`src/rtl/core/ssm_pkg.sv`:
```
// ssm_pkg: shared types, constants and helpers for the substring search matcher
// no dependencies; imported by every module of the block
package ssm_pkg;

    // pattern and field sizes
    localparam int PATTERN_MAX = 9;
    localparam int CHAR_W      = 21;
    localparam int POS_W       = 32;
    localparam int LEN_W       = 4;
    localparam int CHARS_PER_REG = 3;
    localparam int CFG_DATA_W  = CHARS_PER_REG * CHAR_W;
    localparam int CFG_IDX_W   = 3;

    // classified item queue
    localparam int QUEUE_DEPTH = 4;
    localparam int QPTR_W      = $clog2(QUEUE_DEPTH);
    localparam int QCNT_W      = $clog2(QUEUE_DEPTH + 1);

    // configuration register indexes
    localparam logic [CFG_IDX_W-1:0] REG_PAT_0_2  = 3'd0;
    localparam logic [CFG_IDX_W-1:0] REG_PAT_3_5  = 3'd1;
    localparam logic [CFG_IDX_W-1:0] REG_PAT_6_8  = 3'd2;
    localparam logic [CFG_IDX_W-1:0] REG_PAT_LEN  = 3'd3;
    localparam logic [CFG_IDX_W-1:0] REG_FUZZY    = 3'd4;

    // character codes used by fuzzy compare
    localparam logic [CHAR_W-1:0] CH_SPACE   = 21'h20;
    localparam logic [CHAR_W-1:0] CH_TAB     = 21'h09;
    localparam logic [CHAR_W-1:0] CH_CR      = 21'h0D;
    localparam logic [CHAR_W-1:0] CH_UPPER_A = 21'h41;
    localparam logic [CHAR_W-1:0] CH_UPPER_Z = 21'h5A;
    localparam logic [CHAR_W-1:0] CASE_DELTA = 21'h20;

    typedef struct packed {
        logic [CHAR_W-1:0] code_point;
        logic [POS_W-1:0]  position;
        logic              is_last;
    } t_in_item;

    typedef struct packed {
        logic              found;
        logic [POS_W-1:0]  new_point;
    } t_out_item;

    // one classified character, front to back
    typedef struct packed {
        logic [PATTERN_MAX-1:0] match;      // pattern char i matches this char
        logic [PATTERN_MAX-1:0] ext;        // pattern char i is whitespace extending a run
        logic [PATTERN_MAX-1:0] final_sel;  // one-hot (all zero for length 0): last pattern char in use
        logic [POS_W-1:0]       position;
        logic                   is_last;
    } t_class_item;

    // queue status toward front and back
    typedef struct packed {
        logic full;
        logic empty;
    } t_q_status;

    function automatic logic is_ws(input logic [CHAR_W-1:0] c);
        return (c == CH_SPACE) || ((c >= CH_TAB) && (c <= CH_CR));
    endfunction

    function automatic logic [CHAR_W-1:0] fold(input logic [CHAR_W-1:0] c);
        return ((c >= CH_UPPER_A) && (c <= CH_UPPER_Z)) ? (c + CASE_DELTA) : c;
    endfunction

    function automatic logic chars_match(input logic [CHAR_W-1:0] p,
                                         input logic [CHAR_W-1:0] c,
                                         input logic fuzzy);
        logic r;
        if (!fuzzy) begin
            r = (p == c);
        end else if (is_ws(p)) begin
            r = is_ws(c);
        end else begin
            r = (fold(p) == fold(c));
        end
        return r;
    endfunction

endpackage

```
`src/rtl/core/ssm_front.sv`:
```
// ssm_front: configuration registers and per-character classification
// depends on ssm_pkg; feeds ssm_queue
module ssm_front
    import ssm_pkg::*;
(
    input  logic                  i_clk,
    input  logic                  i_rst_n,
    input  logic                  i_in_valid,
    output logic                  o_in_stall,
    input  t_in_item              i_in_item,
    input  logic                  i_cfg_valid,
    output logic                  o_cfg_ready,
    input  logic [CFG_IDX_W-1:0]  i_cfg_index,
    input  logic [CFG_DATA_W-1:0] i_cfg_data,
    input  t_q_status             i_q_status,
    output logic                  o_push,
    output t_class_item           o_push_item
);

    logic [CHAR_W-1:0] r_pat [PATTERN_MAX];
    logic [LEN_W-1:0]  r_len;
    logic              r_fuzzy;
    logic [LEN_W-1:0]  len_eff;
    logic              cfg_we;

    assign o_cfg_ready = 1'b1;
    assign cfg_we      = i_cfg_valid && o_cfg_ready;

    // configuration registers
    always_ff @(posedge i_clk) begin
        if (!i_rst_n) begin
            for (int i = 0; i < PATTERN_MAX; i++) begin
                r_pat[i] <= '0;
            end
            r_len   <= '0;
            r_fuzzy <= 1'b0;
        end else if (cfg_we) begin
            case (i_cfg_index)
                REG_PAT_0_2, REG_PAT_3_5, REG_PAT_6_8: begin
                    for (int i = 0; i < PATTERN_MAX; i++) begin
                        if (i / CHARS_PER_REG == int'(i_cfg_index)) begin
                            r_pat[i] <= i_cfg_data[(i % CHARS_PER_REG) * CHAR_W +: CHAR_W];
                        end
                    end
                end
                REG_PAT_LEN: begin
                    r_len <= i_cfg_data[LEN_W-1:0];
                end
                REG_FUZZY: begin
                    r_fuzzy <= i_cfg_data[0];
                end
                default: begin
                end
            endcase
        end
    end

    // lengths beyond the pattern store use all of it
    assign len_eff = (r_len > LEN_W'(PATTERN_MAX)) ? LEN_W'(PATTERN_MAX) : r_len;

    // accept while the queue has room
    assign o_in_stall = i_q_status.full;
    assign o_push     = i_in_valid && !o_in_stall;

    // compare the character against every pattern slot at once
    always_comb begin
        o_push_item.position = i_in_item.position;
        o_push_item.is_last  = i_in_item.is_last;
        for (int i = 0; i < PATTERN_MAX; i++) begin
            o_push_item.match[i] = (LEN_W'(i) < len_eff)
                && chars_match(r_pat[i], i_in_item.code_point, r_fuzzy);
            o_push_item.ext[i] = (LEN_W'(i) < len_eff) && r_fuzzy
                && is_ws(r_pat[i]) && is_ws(i_in_item.code_point);
            o_push_item.final_sel[i] = (len_eff == LEN_W'(i + 1));
        end
    end

endmodule

```
`src/rtl/core/ssm_queue.sv`:
```
// ssm_queue: short first-in first-out queue of classified characters
// depends on ssm_pkg; sits between ssm_front and ssm_back
module ssm_queue
    import ssm_pkg::*;
(
    input  logic        i_clk,
    input  logic        i_rst_n,
    input  logic        i_push,
    input  t_class_item i_push_item,
    input  logic        i_pop,
    output t_class_item o_head,
    output t_q_status   o_status
);

    t_class_item       r_mem [QUEUE_DEPTH];
    logic [QPTR_W-1:0] r_wr_ptr;
    logic [QPTR_W-1:0] r_rd_ptr;
    logic [QCNT_W-1:0] r_count;
    logic [QCNT_W-1:0] n_count;

    // storage, no reset needed
    always_ff @(posedge i_clk) begin
        if (i_push) begin
            r_mem[r_wr_ptr] <= i_push_item;
        end
    end

    // pointers and fill count
    always_comb begin
        n_count = r_count;
        if (i_push && !i_pop) begin
            n_count = r_count + QCNT_W'(1);
        end else if (!i_push && i_pop) begin
            n_count = r_count - QCNT_W'(1);
        end
    end

    always_ff @(posedge i_clk) begin
        if (!i_rst_n) begin
            r_wr_ptr <= '0;
            r_rd_ptr <= '0;
            r_count  <= '0;
        end else begin
            if (i_push) begin
                r_wr_ptr <= r_wr_ptr + QPTR_W'(1);
            end
            if (i_pop) begin
                r_rd_ptr <= r_rd_ptr + QPTR_W'(1);
            end
            r_count <= n_count;
        end
    end

    assign o_head         = r_mem[r_rd_ptr];
    assign o_status.full  = (r_count == QCNT_W'(QUEUE_DEPTH));
    assign o_status.empty = (r_count == '0);

endmodule

```
`src/rtl/core/ssm_back.sv`:
```
// ssm_back: prefix vector update, match detection and result register
// depends on ssm_pkg; drains ssm_queue
module ssm_back
    import ssm_pkg::*;
(
    input  logic        i_clk,
    input  logic        i_rst_n,
    input  t_class_item i_head,
    input  t_q_status   i_q_status,
    output logic        o_pop,
    output logic        o_out_valid,
    input  logic        i_out_stall,
    output t_out_item   o_out_item
);

    logic [PATTERN_MAX-1:0] r_active;
    logic                   r_found;
    logic                   r_out_valid;
    t_out_item              r_out_item;
    logic [PATTERN_MAX-1:0] n_active;
    logic                   n_found;
    logic [PATTERN_MAX-1:0] step_vec;
    logic                   hit;
    logic                   emit;
    t_out_item              emit_item;

    // take the next item whenever the result slot is free or being freed
    assign o_pop = !i_q_status.empty && (!r_out_valid || !i_out_stall);

    // one step of the prefix vector
    always_comb begin
        for (int i = 0; i < PATTERN_MAX; i++) begin
            step_vec[i] = (((i == 0) ? 1'b1 : r_active[(i == 0) ? 0 : i - 1])
                && i_head.match[i]) || (r_active[i] && i_head.ext[i]);
        end
    end

    assign hit = |(step_vec & i_head.final_sel);

    // search state and result decision
    always_comb begin
        n_active  = r_active;
        n_found   = r_found;
        emit      = 1'b0;
        emit_item = '0;
        if (r_found) begin
            if (i_head.is_last) begin
                n_active = '0;
                n_found  = 1'b0;
            end
        end else begin
            n_active = step_vec;
            if (hit) begin
                emit                = 1'b1;
                emit_item.found     = 1'b1;
                emit_item.new_point = i_head.position + POS_W'(1);
                n_found             = !i_head.is_last;
                if (i_head.is_last) begin
                    n_active = '0;
                end
            end else if (i_head.is_last) begin
                emit     = 1'b1;
                n_active = '0;
            end
        end
    end

    always_ff @(posedge i_clk) begin
        if (!i_rst_n) begin
            r_active    <= '0;
            r_found     <= 1'b0;
            r_out_valid <= 1'b0;
        end else begin
            if (o_pop) begin
                r_active <= n_active;
                r_found  <= n_found;
            end
            if (o_pop && emit) begin
                r_out_valid <= 1'b1;
            end else if (!i_out_stall) begin
                r_out_valid <= 1'b0;
            end
        end
    end

    // result payload
    always_ff @(posedge i_clk) begin
        if (o_pop && emit) begin
            r_out_item <= emit_item;
        end
    end

    assign o_out_valid = r_out_valid;
    assign o_out_item  = r_out_item;

endmodule

```
`src/rtl/core/substring_search_matcher.sv`:
```
// substring_search_matcher: top level of the streaming substring matcher
// depends on ssm_pkg, ssm_front, ssm_queue, ssm_back
//
//   channel  | direction | handshake                | payload
//   ---------+-----------+--------------------------+-------------------------------
//   in       | input     | i_in_valid / o_in_stall  | i_in_item (char, position, last)
//   out      | output    | o_out_valid / i_out_stall| o_out_item (found, new_point)
//   cfg      | input     | i_cfg_valid / o_cfg_ready| i_cfg_index, i_cfg_data
//
// one character accepted per cycle while the queue is not full; the front classifies
// it in the cycle it is taken, a four-item queue decouples it from the back, which
// updates the prefix vector and loads the result register from the queue head
// reset is synchronous, active low, and clears configuration and search state
// a stalled output lets the queue fill; the input stalls only when it is full
module substring_search_matcher
    import ssm_pkg::*;
(
    input  logic                  i_clk,
    input  logic                  i_rst_n,
    input  logic                  i_in_valid,
    output logic                  o_in_stall,
    input  t_in_item              i_in_item,
    output logic                  o_out_valid,
    input  logic                  i_out_stall,
    output t_out_item             o_out_item,
    input  logic                  i_cfg_valid,
    output logic                  o_cfg_ready,
    input  logic [CFG_IDX_W-1:0]  i_cfg_index,
    input  logic [CFG_DATA_W-1:0] i_cfg_data
);

    logic        push;
    t_class_item push_item;
    logic        pop;
    t_class_item head;
    t_q_status   q_status;

    // classification front end
    ssm_front u_front (
        .i_clk       (i_clk),
        .i_rst_n     (i_rst_n),
        .i_in_valid  (i_in_valid),
        .o_in_stall  (o_in_stall),
        .i_in_item   (i_in_item),
        .i_cfg_valid (i_cfg_valid),
        .o_cfg_ready (o_cfg_ready),
        .i_cfg_index (i_cfg_index),
        .i_cfg_data  (i_cfg_data),
        .i_q_status  (q_status),
        .o_push      (push),
        .o_push_item (push_item)
    );

    // decoupling queue
    ssm_queue u_queue (
        .i_clk       (i_clk),
        .i_rst_n     (i_rst_n),
        .i_push      (push),
        .i_push_item (push_item),
        .i_pop       (pop),
        .o_head      (head),
        .o_status    (q_status)
    );

    // match back end
    ssm_back u_back (
        .i_clk       (i_clk),
        .i_rst_n     (i_rst_n),
        .i_head      (head),
        .i_q_status  (q_status),
        .o_pop       (pop),
        .o_out_valid (o_out_valid),
        .i_out_stall (i_out_stall),
        .o_out_item  (o_out_item)
    );

endmodule

```
`config.mk`:
```
export PLATFORM = sky130hd
export DESIGN_NAME = substring_search_matcher
export DESIGN_NICKNAME = d
export VERILOG_FILES = /design/src/rtl/core/ssm_pkg.sv /design/src/rtl/core/ssm_front.sv /design/src/rtl/core/ssm_queue.sv /design/src/rtl/core/ssm_back.sv /design/src/rtl/core/substring_search_matcher.sv
export SDC_FILE = /design/constraint.sdc
export NUM_CORES = 1
export LEC_CHECK = 0
export ABC_AREA = 1
export BUFFER_PORTS_ARGS = -buffer_cell sky130_fd_sc_hd__buf_2
export CAP_MARGIN = 20
export CELL_PAD_IN_SITES_DETAIL_PLACEMENT = 0
export CELL_PAD_IN_SITES_GLOBAL_PLACEMENT = 2
export CORE_MARGIN = 2
export CORE_UTILIZATION = 41
export DETAILED_ROUTE_END_ITERATION = 8
export PLACE_DENSITY = 0.81
export RECOVER_POWER = 50
export SYNTH_ARGS = -nofsm -noshare
export SYNTH_HDL_FRONTEND = slang
export SYNTH_SLANG_ARGS = --single-unit
export TNS_END_PERCENT = 50
```
`constraint.sdc`:
```
create_clock -name i_clk -period 9.3 [get_ports i_clk]
set_input_delay 0.93 -clock i_clk [delete_from_list [all_inputs] [get_ports i_clk]]
set_output_delay 0.93 -clock i_clk [all_outputs]
set_load 0.01 [all_outputs]
```
# After elaboration in Yosys (flattened, before gate mapping)
# Memories as Yosys holds them, arrays and structs flattened. A register that Yosys moved wholly into a read port is not among the register bits.
# Index checks and enable logic that the tools add are counted.
[word_totals]
regBits = 56
ram_bits = 429
mem_count = 2
[memory_table]
columns = ["memory", "words", "word_bits", "read_ports", "rd_clocked_by_memory_dff", "wr", "line_no", "source"]
rows = [
  ["u_queue.r_mem", 4, 60, 1, 1, 1, "ssm_queue.sv:15", "t_class_item r_mem [QUEUE_DEPTH];"],
  ["u_front.r_pat", 9, 21, 9, 0, 9, "ssm_front.sv:20", "logic [CHAR_W-1:0] r_pat [PATTERN_MAX];"],
]
[op_classes]
n_addsub = 15
order_cmp = 50
eq_ne = 46
muxes = 72
bitwise = 11
n_reduce_logical = 115
[ops]
columns = ["op", "count"]
rows = [
  ["21-bit 2-to-1 mux", 19],
  ["21-bit == test", 18],
  ["21-bit by 6-bit adder with 21-bit output (second input constant)", 10],
  ["21-bit by 6-bit == test with 1-bit output (second input constant)", 10],
  ["21-bit by 4-bit greater-or-equal comparator with 1-bit output (second input constant)", 10],
  ["21-bit by 7-bit greater-or-equal comparator with 1-bit output (second input constant)", 10],
  ["21-bit by 4-bit <= comparator with 1-bit output (second input constant)", 10],
  ["21-bit by 7-bit <= comparator with 1-bit output (second input constant)", 10],
  ["1-bit logical AND", 78],
  ["1-bit 2-to-1 mux", 44],
  ["33-bit 2-to-1 mux", 1],
  ["32-bit by 1-bit adder with 32-bit output (second input constant)", 1],
  ["9-bit 2-to-1 mux", 3],
  ["1-bit logical OR", 20],
  ["4-bit by 3-bit == test with 1-bit output (second input constant)", 4],
  ["3-bit by 4-bit less-than comparator with 1-bit output (first input constant)", 4],
  ["9-bit bitwise AND", 1],
  ["3-bit logical NOT", 3],
  ["1-bit OR", 9],
  ["9-bit OR reduction", 1],
  ["4-bit by 2-bit == test with 1-bit output (second input constant)", 2],
  ["4-bit == test (second input constant)", 2],
  ["1-bit by 4-bit less-than comparator with 1-bit output (first input constant)", 2],
  ["2-bit by 4-bit less-than comparator with 1-bit output (first input constant)", 2],
  ["21 further kinds", 35],
]

# Longest topological paths before layout
# Gate-level depths: netlist (run 1).
[logic_depth]
ltp_word = 8
ltp_mapped = 19
ltp_nobuf = 18

# Modules after synthesis
# From an unflattened synthesis (run 1), not the netlist that was laid out.
[hier_totals]
hier_cells = 3067
area_unflattened_um2 = 27231.1
[modules_own_cells]
columns = ["module", "n_inst", "cells_each", "area_each_um2", "seq_area_each_um2"]
rows = [
  ["ssm_front", 1, 2085, 15103.2, 5775.5],
  ["ssm_queue", 1, 638, 9506.6, 7387.1],
  ["ssm_back", 1, 344, 2621.3, 1211.2],
]

# Worst setup path after synthesis (run 1)
# No wires, ideal clock.
[synth_timing]
kind = "input port to flip-flop"
startpoint = "input port i_cfg_index[1]"
endpoint = "memory u_front.r_pat[0][0] (enable)"
setup_ns = 0.578
t_arrival_ns = 5.714
required_time_ns = 8.722
setup_slack_ns = 3.008
cell_stages = 3
n_path_buf = 0
cell_sequence = "inv_1 nand2_1 o31ai_1"
[synth_lines]
columns = ["element", "line_no", "source"]
rows = [
  ["from (decl)", "substring_search_matcher.sv:28", "input logic [CFG_IDX_W-1:0] i_cfg_index,"],
  ["to (decl)", "ssm_front.sv:20", ""],
]

==> flow_summary.yaml, run 1 <==
status:
  status: "finished, violations left"
  failed_checks: "max-capacitance violations, max-slew violations"
finish:
  regArea_sq_mm: 0.0144
  fillers: 6486
  multi_input_area_sq_mm: 0.0110
  final_cell_area_sq_mm: 0.0305
  area_growth_pct: 11.6
  nNetsFinal: 3440
  layout-drive-gt1-share_pct: 8.23
yosys:
  syn_area_per_cell_sq_um: 8.69
  netlist_area_sq_mm: 0.0273
  synth_area_leaders: "edfxtp_1 (51%), nor2_1 (8.3%), nand2_1 (8.3%)"
  ys_types: 67
  synth_edf_count: 462
  yosysTopAreaCell: "edfxtp_1"
  synth_warnings: 0
  synth_ff_type: "edfxtp_1"
  yosysMostFrequentCell: "nor2_1"
  synth-seq-cells: 487
  synth-seq-area-share_pct: 52.6
  synth_cells: 3144
  synth.top_cell.area_share_pct: 50.8
  ys_top_cells_by_count: "nor2_1 (606), nand2_1 (601), edfxtp_1 (462), inv_1 (356), nand3_1 (212)"
  synthArstFlopShare_pct: 0
  mappedNetlistNets: 3306
clock_tree:
  cts_setup_buffers: 0
  clk_pin_slew_ps: 60
  postCtsHoldBufs: 0
  insertion_delay_ps: 620
  htreeDepth: 2
  tritoncts_num_sinks: 487
  tritoncts: "built"
  cts_made_buffers: 52
  post_cts_resized: 0
  clockRootBuffer: "clkbuf_16"
  clockBufferDepth: 3
timing:
  period_share_pct: 48.8
  setup_slack_ps: 4770
  hold_viol: 0
  rsz0062_at_grt: "false"
  setup_tns_ps: 0
  skew_ps: 30.9
  fin_crit_ps: 4530
  slew_headroom_pct: -185
  setup_viol: 0
  worst_pin_slew_ps: 4270
  max_freq_ghz: 0.221
  slew_violations: 242
detailed_routing:
  viasPerCell: 5.45
  drc: 0
  firstDrtPassIters: 6
  via_count: 22793
  drtIter0Drc: 1788
  wl_mm: 95.9
  wl_per_cell_microns: 22.9
  drtAntennaViolNets: 0
placed_design:
  placed_cell_area_sq_mm: 0.0289
  hpwl_mm: 71.1
  gp_congestion: 0.958
  place_ws_ps: 5140
  port_buffers: 159
floorplanning:
  core_region_area_sq_mm: 0.0659
  ios: 161
  die_area_sq_mm: 0.0687
  fp.dieH_microns: 262
  std_cell_rows: 94
  start_util_pct: 41.5
  die_w_microns: 262
grt:
  grt_pass1_wl_mm: 140
  grt_overflow_total: 0
  track_usage_pct: 27.6
  first_global_vias: 21609
  grt_max_degree: 99
  antenna_found_initial: 1
setup_path:
  worstPathMaxFanout: 59
  crit_chain: "buf_2 > inv_1 > nand2_1 > o31ai_1 > clkbuf_1"
  slowest_delay_ps: 2670
  start_kind: "primary input"
  arrival_ps: 4670
  required_ps: 9440
  critPathBufInv: 3
  path_delay_family: "buffers and inverters"
  crit_type: "primary input to flip-flop"
  crit_slowest_cell: "clkbuf_1"
  endpoint_kind: "flip-flop"
power:
  power.switching_mw: 2.54
  switching_share_pct: 36.0
  irDropWorstVdd_v: 0.000178
  power_density_mw_per_mm2: 231
  total_power_mw: 7.06
  comb_power_share_pct: 28.1
  clockPowerShare_pct: 29.9
  power_frac_seq_pct: 42.0
  leakage_nw: 11.8
  p_int_mw: 4.51
flow_run:
  maxCapViolCount: 4
worst_hold_path:
  min_path_type: "flip-flop to flip-flop"
[state kept, by name, indices dropped and copies added, names as in the netlist, 2 cells and up, named ones only]
name and flops:
u_queue.r_rd_ptr 2, u_queue.r_wr_ptr 2, u_back.r_active 9, u_back.o_out_item 33
u_queue.r_count 3, u_front.r_len 4, u_queue.r_mem 240, u_front.r_pat 189
[worst paths after layout]
kind / from / end / slack (ps) / depth (start not counted)
hold / removal: u_queue.r_rd_ptr[1]$_SDFFE_PN0P_ / flip-flop / 460 / 2
setup / recovery: i_cfg_index[1] / u_front.r_pat[0][24]$_DFFE_PP_ / 4770 / 5
setup reg to reg: flip-flop / u_back.o_out_item[18]$_SDFFCE_PP0P_ / 5550 / 14
hold reg to reg: u_queue.r_rd_ptr[1]$_SDFFE_PN0P_ / flip-flop / 460 / 2
[worst reg2reg max path: cells and delay by family, from the launching register on]
kind,cells,cell delay [ps]
DFF,1,660
buffers and inverters,4,1360
AOI/OAI and AO/OA,3,800
and+or+nand+nor,7,680
[placed cells by master (no fill, tap or decap), types with 9 or more instances in the layout]
cell type  instances
nor4_1            30
nor3b_1           11
nand2_1          599
nor3_1            79
inv_2             11
ha_1              36
buf_2             90
clkbuf_16         52
dfxtp_1           23
o21ai_1           17
o22ai_2           12
nand4_1           81
clkbuf_1          78
nand3b_1          21
nand3_1          212
xnor2_1           69
inv_1            356
o22ai_1           33
o41ai_1            9
nand2_2           12
buf_4             17
nor2_1           602
clkinv_1          12
o21ai_0          114
clkinv_2          13
edfxtp_1         462
a21oi_1           75
xor2_1            52
[through the flow]
step,instances,hold slack [ps],util (%)
2_1_floorplan,3144,436,-
4_1_cts,4182,461,46.5
6_report,4183,465,46.3
3_3_place_gp,4088,445,43.8
5_1_grt,4182,492,46.3
3_5_place_dp,4088,450,43.8
[area by class of cell]
class                           instances  share of cell area, %
Antenna cell                            1                0.00821
Clock buffer                           56                   4.32
Clock inverter                         38                   1.37
Inverter                              373                   4.60
Multi-Input combinational cell       2183                   36.2
Sequential cell                       487                   47.2
Tap cell                              864                   3.55
Timing Repair Buffer                  181                   2.81
[power groups by stage]
stage | logic [mW] | clock network (mW) | registers (mW)
after floorplan | 1.41 | 0 | 2.95
after global placement | 2.02 | 0 | 3.00
after detailed placement | 2.04 | 0 | 3.00
after CTS | 2.04 | 2.15 | 2.96
after global routing | 2.21 | 2.23 | 2.99
final | 1.99 | 2.11 | 2.96
[per-layer routing]
layer  global-route usage (%)  vias up  share of wire (%)
li1                         -    10872                  -
met1                     36.0    11029                 43
met2                     48.1      742                 50
met3                     3.21      148                4.9
met4                     8.15        2                2.8
met5                        0        -              0.014
[cell families (layout without fill, tap and decap cells)]
logic type	count (synthesis)	after routing	synth area share, %
xor gates and xnor gates	121	121	3.88
other	1	2	0.0137
adders and majority gates	37	37	1.72
DFF	487	487	52.6
and+or+nand+nor	1701	1701	27.2
buffers and inverters	474	648	7.14
AOI/OAI and AO/OA	323	323	7.44
(Power assumes the default switching activity.)
==> run 2, diff against run 1 <==
--- a/config.mk
+++ b/config.mk
@@ -11,9 +11,9 @@
 export CELL_PAD_IN_SITES_DETAIL_PLACEMENT = 0
 export CELL_PAD_IN_SITES_GLOBAL_PLACEMENT = 2
 export CORE_MARGIN = 2
-export CORE_UTILIZATION = 41
+export CORE_UTILIZATION = 38
 export DETAILED_ROUTE_END_ITERATION = 8
-export PLACE_DENSITY = 0.81
+export PLACE_DENSITY = 0.76
 export RECOVER_POWER = 50
 export SYNTH_ARGS = -nofsm -noshare
 export SYNTH_HDL_FRONTEND = slang
==> constraint.sdc (replaced) <==
create_clock -name i_clk -period 4.5 [get_ports i_clk]
set_input_delay 0.45 -clock i_clk [delete_from_list [all_inputs] [get_ports i_clk]]
set_output_delay 0.45 -clock i_clk [all_outputs]
set_load 0.01 [all_outputs]
==> flow_summary.yaml, run 2 (synthesis gave the netlist of run 1 again) <==
grt:
  track_usage_pct: 26.2
  grt_overflow_total: 0
  antenna_found_initial: 8
  grt_pass1_wl_mm: 144
  first_global_vias: 22217
  grt_max_degree: 64
setup_path:
  endpoint: "u_front.r_pat[0][150]$_DFFE_PP_"
  cp-startpoint: "i_rst_n"
  required_ps: 4660
  worst-r2r-setup-slack_ps: 1200
  worstPathMaxFanout: 63
  r2r_cells: 15
  crit_type: "primary input to flip-flop"
  arrival_ps: 3550
  start_kind: "primary input"
  reg2reg_to: "u_back.o_out_item[20]$_SDFFCE_PP0P_"
  endpoint_kind: "flip-flop"
timing:
  slew_headroom_pct: -131
  fin_crit_ps: 3390
  max_freq_ghz: 0.295
  hold_viol: 0
  rsz0062_at_grt: "false"
  worst_pin_slew_ps: 3470
  period_share_pct: 75.3
  skew_ps: 34.6
  slew_violations: 128
  setup_tns_ps: 0
  setup_viol: 0
floorplanning:
  start_util_pct: 38.3
  std_cell_rows: 98
  ios: 161
  fp.dieH_microns: 272
  die_area_sq_mm: 0.0741
  core_region_area_sq_mm: 0.0714
  die_w_microns: 272
status:
  status: "finished, violations left"
  failed_checks: "max-capacitance violations, max-slew violations"
detailed_routing:
  drtAntennaViolNets: 0
  firstDrtPassIters: 6
  wl_met2_mm: 47.8
  routed-wl-met3_mm: 4.44
  wl_mm: 97.8
  drtIter0Drc: 1925
  dr.max_layer_used: "met4"
  viasPerCell: 5.28
  via_count: 22659
  wl_per_cell_microns: 22.8
  drc: 0
  routedLengthMet1_mm: 43.0
finish:
  final-instance-count-excl-fill: 4290
  final_cell_mix: "nor2_1 (602), nand2_1 (599), edfxtp_1 (462)"
  fillers: 7147
  multi_input_area_sq_mm: 0.0110
  n_antenna_cell: 0
  layout-drive-gt1-share_pct: 8.44
  largest_register_ffs: 240
  area_growth_pct: 12.9
  regArea_sq_mm: 0.0144
  nNetsFinal: 3457
  top_register: "u_queue.r_mem"
  layout_commonest_cell: "nor2_1"
power:
  power_density_mw_per_mm2: 482
  leakage_nw: 11.9
  irDropWorstVdd_v: 0.000364
clock_tree:
  htreeDepth: 2
  clk_pin_slew_ps: 60
  clockRootBuffer: "clkbuf_16"
  cts_made_buffers: 54
  clockBufferDepth: 3
  tritoncts_num_sinks: 487
  tritoncts: "built"
  insertion_delay_ps: 640
  post_cts_resized: 0
flow_run:
  maxCapViolCount: 3
worst_hold_path:
  min_path_type: "primary input to flip-flop"
placed_design:
  dp_cells: 4188
  port_buffers: 159
  hpwl_mm: 74.6
  gp_congestion: 0.935
==> run 2: cell types whose count changed in the layout (fill, tap and decap cells not counted), sizes merged <==
cell / change
clkbuf: +12
buf: +10
clkinv: -4
bufinv: +1
diode: -1
dlygate4sd3: +1
dlymetal6s2s: +1
inv: +1
==> run 2: layout make-up <==
class / instances / share of cell area (%)
sequential: 487 / 46.6
clock inverter: 36 / 1.33
inverter: 373 / 4.55
tap: 950 / 3.86
timing repair buffer: 196 / 3.14
clock buffer: 65 / 4.68
multi-input combinational: 2183 / 35.8
==> run 2: repair_timing <==
item / 4_1_cts / 5_1_grt
endpoints found under the hold margin: 4 / 0
setup endpoints to repair: 0 / 0
hold buffers: 1 / 0
setup buffers: 0 / 0
==> run 2: worst min-delay path by stage <==
stage,startpoint,end,slack [ps],cells past startpoint
after floorplan,u_queue.r_rd_ptr[1]$_SDFFE_PN0P_,flip-flop,440,2
after global placement,u_queue.r_rd_ptr[1]$_SDFFE_PN0P_,flip-flop,440,2
after detailed placement,u_queue.r_rd_ptr[1]$_SDFFE_PN0P_,flip-flop,460,2
after CTS,i_in_item[5],u_queue.r_mem[2][5]$_DFFE_PP_,2,1
after global routing,i_in_item[5],u_queue.r_mem[2][5]$_DFFE_PP_,90,1
final,i_in_item[15],u_queue.r_mem[1][15]$_DFFE_PP_,80,1
==> run 2: power by group <==
part | switching [mW] | leakage, nW | internal, mW | total, mW
Clock | 1.90 | 0.886 | 2.70 | 4.60
Sequential | 0.360 | 4.59 | 5.71 | 6.07
Combinational | 3.02 | 6.47 | 1.18 | 4.20
==> run 2: metal layers <==
| layer | track usage [%] | vias to the layer above |
|---|---|---|
| met5 | 0 | - |
| met3 | 2.77 | 150 |
| met2 | 45.5 | 661 |
| met1 | 34.9 | 10938 |
| met4 | 6.62 | 0 |
| li1 | - | 10910 |
==> run 2: critical path, cell delays in order <==
cell and delay [ps]:
clkbuf_1 350, nand2_2 180, dlymetal6s2s_1 2390
==> run 2: metrics by stage <==
| stage | hold slack, ps | power (mW) | setup WS (ps) | instance area [sq um] | util, % |
|---|---|---|---|---|---|
| floorplan | 436 | 9.00 | 661 | 27300 | - |
| global placement | 444 | 10.4 | 887 | 29100 | 40.8 |
| detailed placement | 463 | 10.4 | 763 | 29100 | 40.8 |
| CTS | 2.16 | 15.1 | 1200 | 31000 | 43.4 |
| global route | 91.9 | 15.7 | 863 | 30800 | 43.2 |
| finish | 83.3 | 14.9 | 1110 | 30800 | 43.2 |
==> run 3, diff against run 2 <==
==> constraint.sdc (replaced) <==
create_clock -name i_clk -period 3.3 [get_ports i_clk]
set_input_delay 0.33 -clock i_clk [delete_from_list [all_inputs] [get_ports i_clk]]
set_output_delay 0.33 -clock i_clk [all_outputs]
set_load 0.01 [all_outputs]
==> flow_summary.yaml, run 3 (synthesis gave the netlist of run 1 again) <==
finish:
  final_cell_area_sq_mm: 0.0316
  final_util_pct: 44.3
  nNetsFinal: 3555
  layout_commonest_cell: "nor2_1"
  top_register: "u_queue.r_mem"
  fillers: 7101
  layout-drive-gt1-share_pct: 9.73
  largest_register_ffs: 240
  final_cell_mix: "nor2_1 (602), nand2_1 (601), edfxtp_1 (462)"
  area_growth_pct: 15.8
grt:
  grt_pass1_wl_mm: 148
  antenna_found_initial: 2
  grt_max_degree: 80
  first_global_vias: 22479
  grt_overflow_total: 0
  track_usage_pct: 27.0
worst_hold_path:
  min_path_type: "primary input to flip-flop"
  whs_endpoint: "u_front.r_len[2]$_SDFFE_PN0P_"
  worstHoldStart: "i_cfg_data[2]"
  hold_depth: 3
detailed_routing:
  routedLengthMet1_mm: 45.1
  wl_per_cell_microns: 23.0
  viasPerCell: 5.30
  wl_met2_mm: 48.4
  drc: 0
  drtAntennaViolNets: 0
  via_count: 23246
  routed-wl-met3_mm: 5.25
  wl_mm: 101
  dr.max_layer_used: "met4"
  drtIter0Drc: 1857
  firstDrtPassIters: 6
power:
  total_power_mw: 20.2
  leakage_nw: 12.3
  p_int_mw: 12.9
  power_density_mw_per_mm2: 640
  power_frac_seq_pct: 40.7
  irDropWorstVdd_v: 0.000650
  switching_share_pct: 36.2
  clockPowerShare_pct: 29.1
  comb_power_share_pct: 30.3
  power.switching_mw: 7.33
setup_path:
  reg2reg_to: "u_queue.r_mem[2][53]$_DFFE_PP_"
  r2r_cells: 16
  required_ps: 3750
  start_kind: "flip-flop"
  r2r-start: "u_front.r_pat[0][48]$_DFFE_PP_"
  crit_chain: "inv_1 > nor2_1 > nand3_1 > nor2_1 > nand3_1 > nand2_1 > nand2_1 > nand2_1 > nand2_1 > nand2_1 > nand4_1 > nor2_1 > nand3_1 > nor2_1 > nor2_1 > nor2_1"
  worstPathMaxFanout: 7
  endpoint_kind: "flip-flop"
  arrival_ps: 3490
  slowest_delay_ps: 570
  worst-r2r-setup-slack_ps: 260
  crit_type: "flip-flop to flip-flop"
  cp_common_cell: "nor2_1"
  crit_slowest_cell: "edfxtp_1"
status:
  failed_checks: "max-capacitance violations, max-slew violations"
  status: "finished, violations left"
clock_tree:
  clockBufferDepth: 3
  tritoncts: "built"
  cts_made_buffers: 53
  clockRootBuffer: "clkbuf_16"
  post_cts_resized: 0
  tritoncts_num_sinks: 487
  clk_pin_slew_ps: 60
  htreeDepth: 2
  insertion_delay_ps: 630
flow_run:
  maxCapViolCount: 1
placed_design:
  hpwl_mm: 79.1
  placed_cell_area_sq_mm: 0.0298
  gp_congestion: 0.984
  port_buffers: 159
floorplanning:
  die_area_sq_mm: 0.0741
  die_w_microns: 272
  core_region_area_sq_mm: 0.0714
  ios: 161
  start_util_pct: 38.3
  fp.dieH_microns: 272
  std_cell_rows: 98
timing:
  slew_violations: 64
  skew_ps: 26.1
  slew_headroom_pct: -36.6
  fin_crit_ps: 3040
  period_share_pct: 92.1
  worst_pin_slew_ps: 2050
  max_freq_ghz: 0.329
  setup_viol: 0
  hold_viol: 0
  rsz0062_at_grt: "false"
-- run 3: worst max-delay path by stage --
stage	start	end	slack (ps)	cells after the start
after floorplan	u_queue.r_count[0]$_SDFFE_PN0P_	u_queue.r_mem[0][0]$_DFFE_PP_	-510	4
after global placement	i_in_item[40]	u_queue.r_mem[2][57]$_DFFE_PP_	330	17
after detailed placement	i_in_item[34]	u_queue.r_mem[2][57]$_DFFE_PP_	280	16
after CTS	u_front.r_pat[0][110]$_DFFE_PP_	u_queue.r_mem[3][56]$_DFFE_PP_	410	16
after global routing	u_front.r_pat[0][144]$_DFFE_PP_	u_queue.r_mem[2][57]$_DFFE_PP_	30	15
final	u_front.r_pat[0][48]$_DFFE_PP_	u_queue.r_mem[2][53]$_DFFE_PP_	260	16
-- run 3: area by class of cell --
class                           count  area (sq um)  area share [%]
Clock inverter                     30           307           0.969
Multi-Input combinational cell   2183         11000            34.9
Inverter                          373          1400            4.43
Antenna cell                        1          2.50         0.00791
Tap cell                          950          1190            3.76
Timing Repair Buffer              295          1900            6.00
Sequential cell                   487         14400            45.5
Clock buffer                       66          1420            4.47
-- run 3: repair_timing --
item | CTS | global route
setup endpoints to repair | 0 | 0
hold buffers | 37 | 0
setup buffers | 0 | 0
endpoints found under the hold margin | 136 | 0
-- run 3: critical path: cells and delay by family (launching register included) --
family,cells,cell delay (ps)
and+or+nand+nor,15,2050
DFF,1,570
buffers and inverters,1,220
-- run 3: routing by layer --
metal	up-vias	track usage, %
met5	-	0
met4	0	6.10
met3	126	2.84
met2	730	46.3
met1	11274	36.8
li1	11116	-
-- run 3: stage by stage --
step                      hold slack (ps)  setup WS, ps  TNS, ps  instances
after floorplan                       429          -509  -122170       3144
final                                28.1           261        0       4385
after CTS                            3.78           408        0       4384
after global placement                458           334        0       4251
after detailed placement              462           285        0       4251
after global routing                 42.0          30.5        0       4384
-- run 3: power by group through the flow --
stage	sequential (mW)	combinational (mW)	clock [mW]
CTS	8.22	6.28	6.01
finish	8.23	6.12	5.88
detailed placement	8.34	6.22	0
floorplan	8.30	3.98	0
global placement	8.33	6.18	0
global route	8.30	6.79	6.21
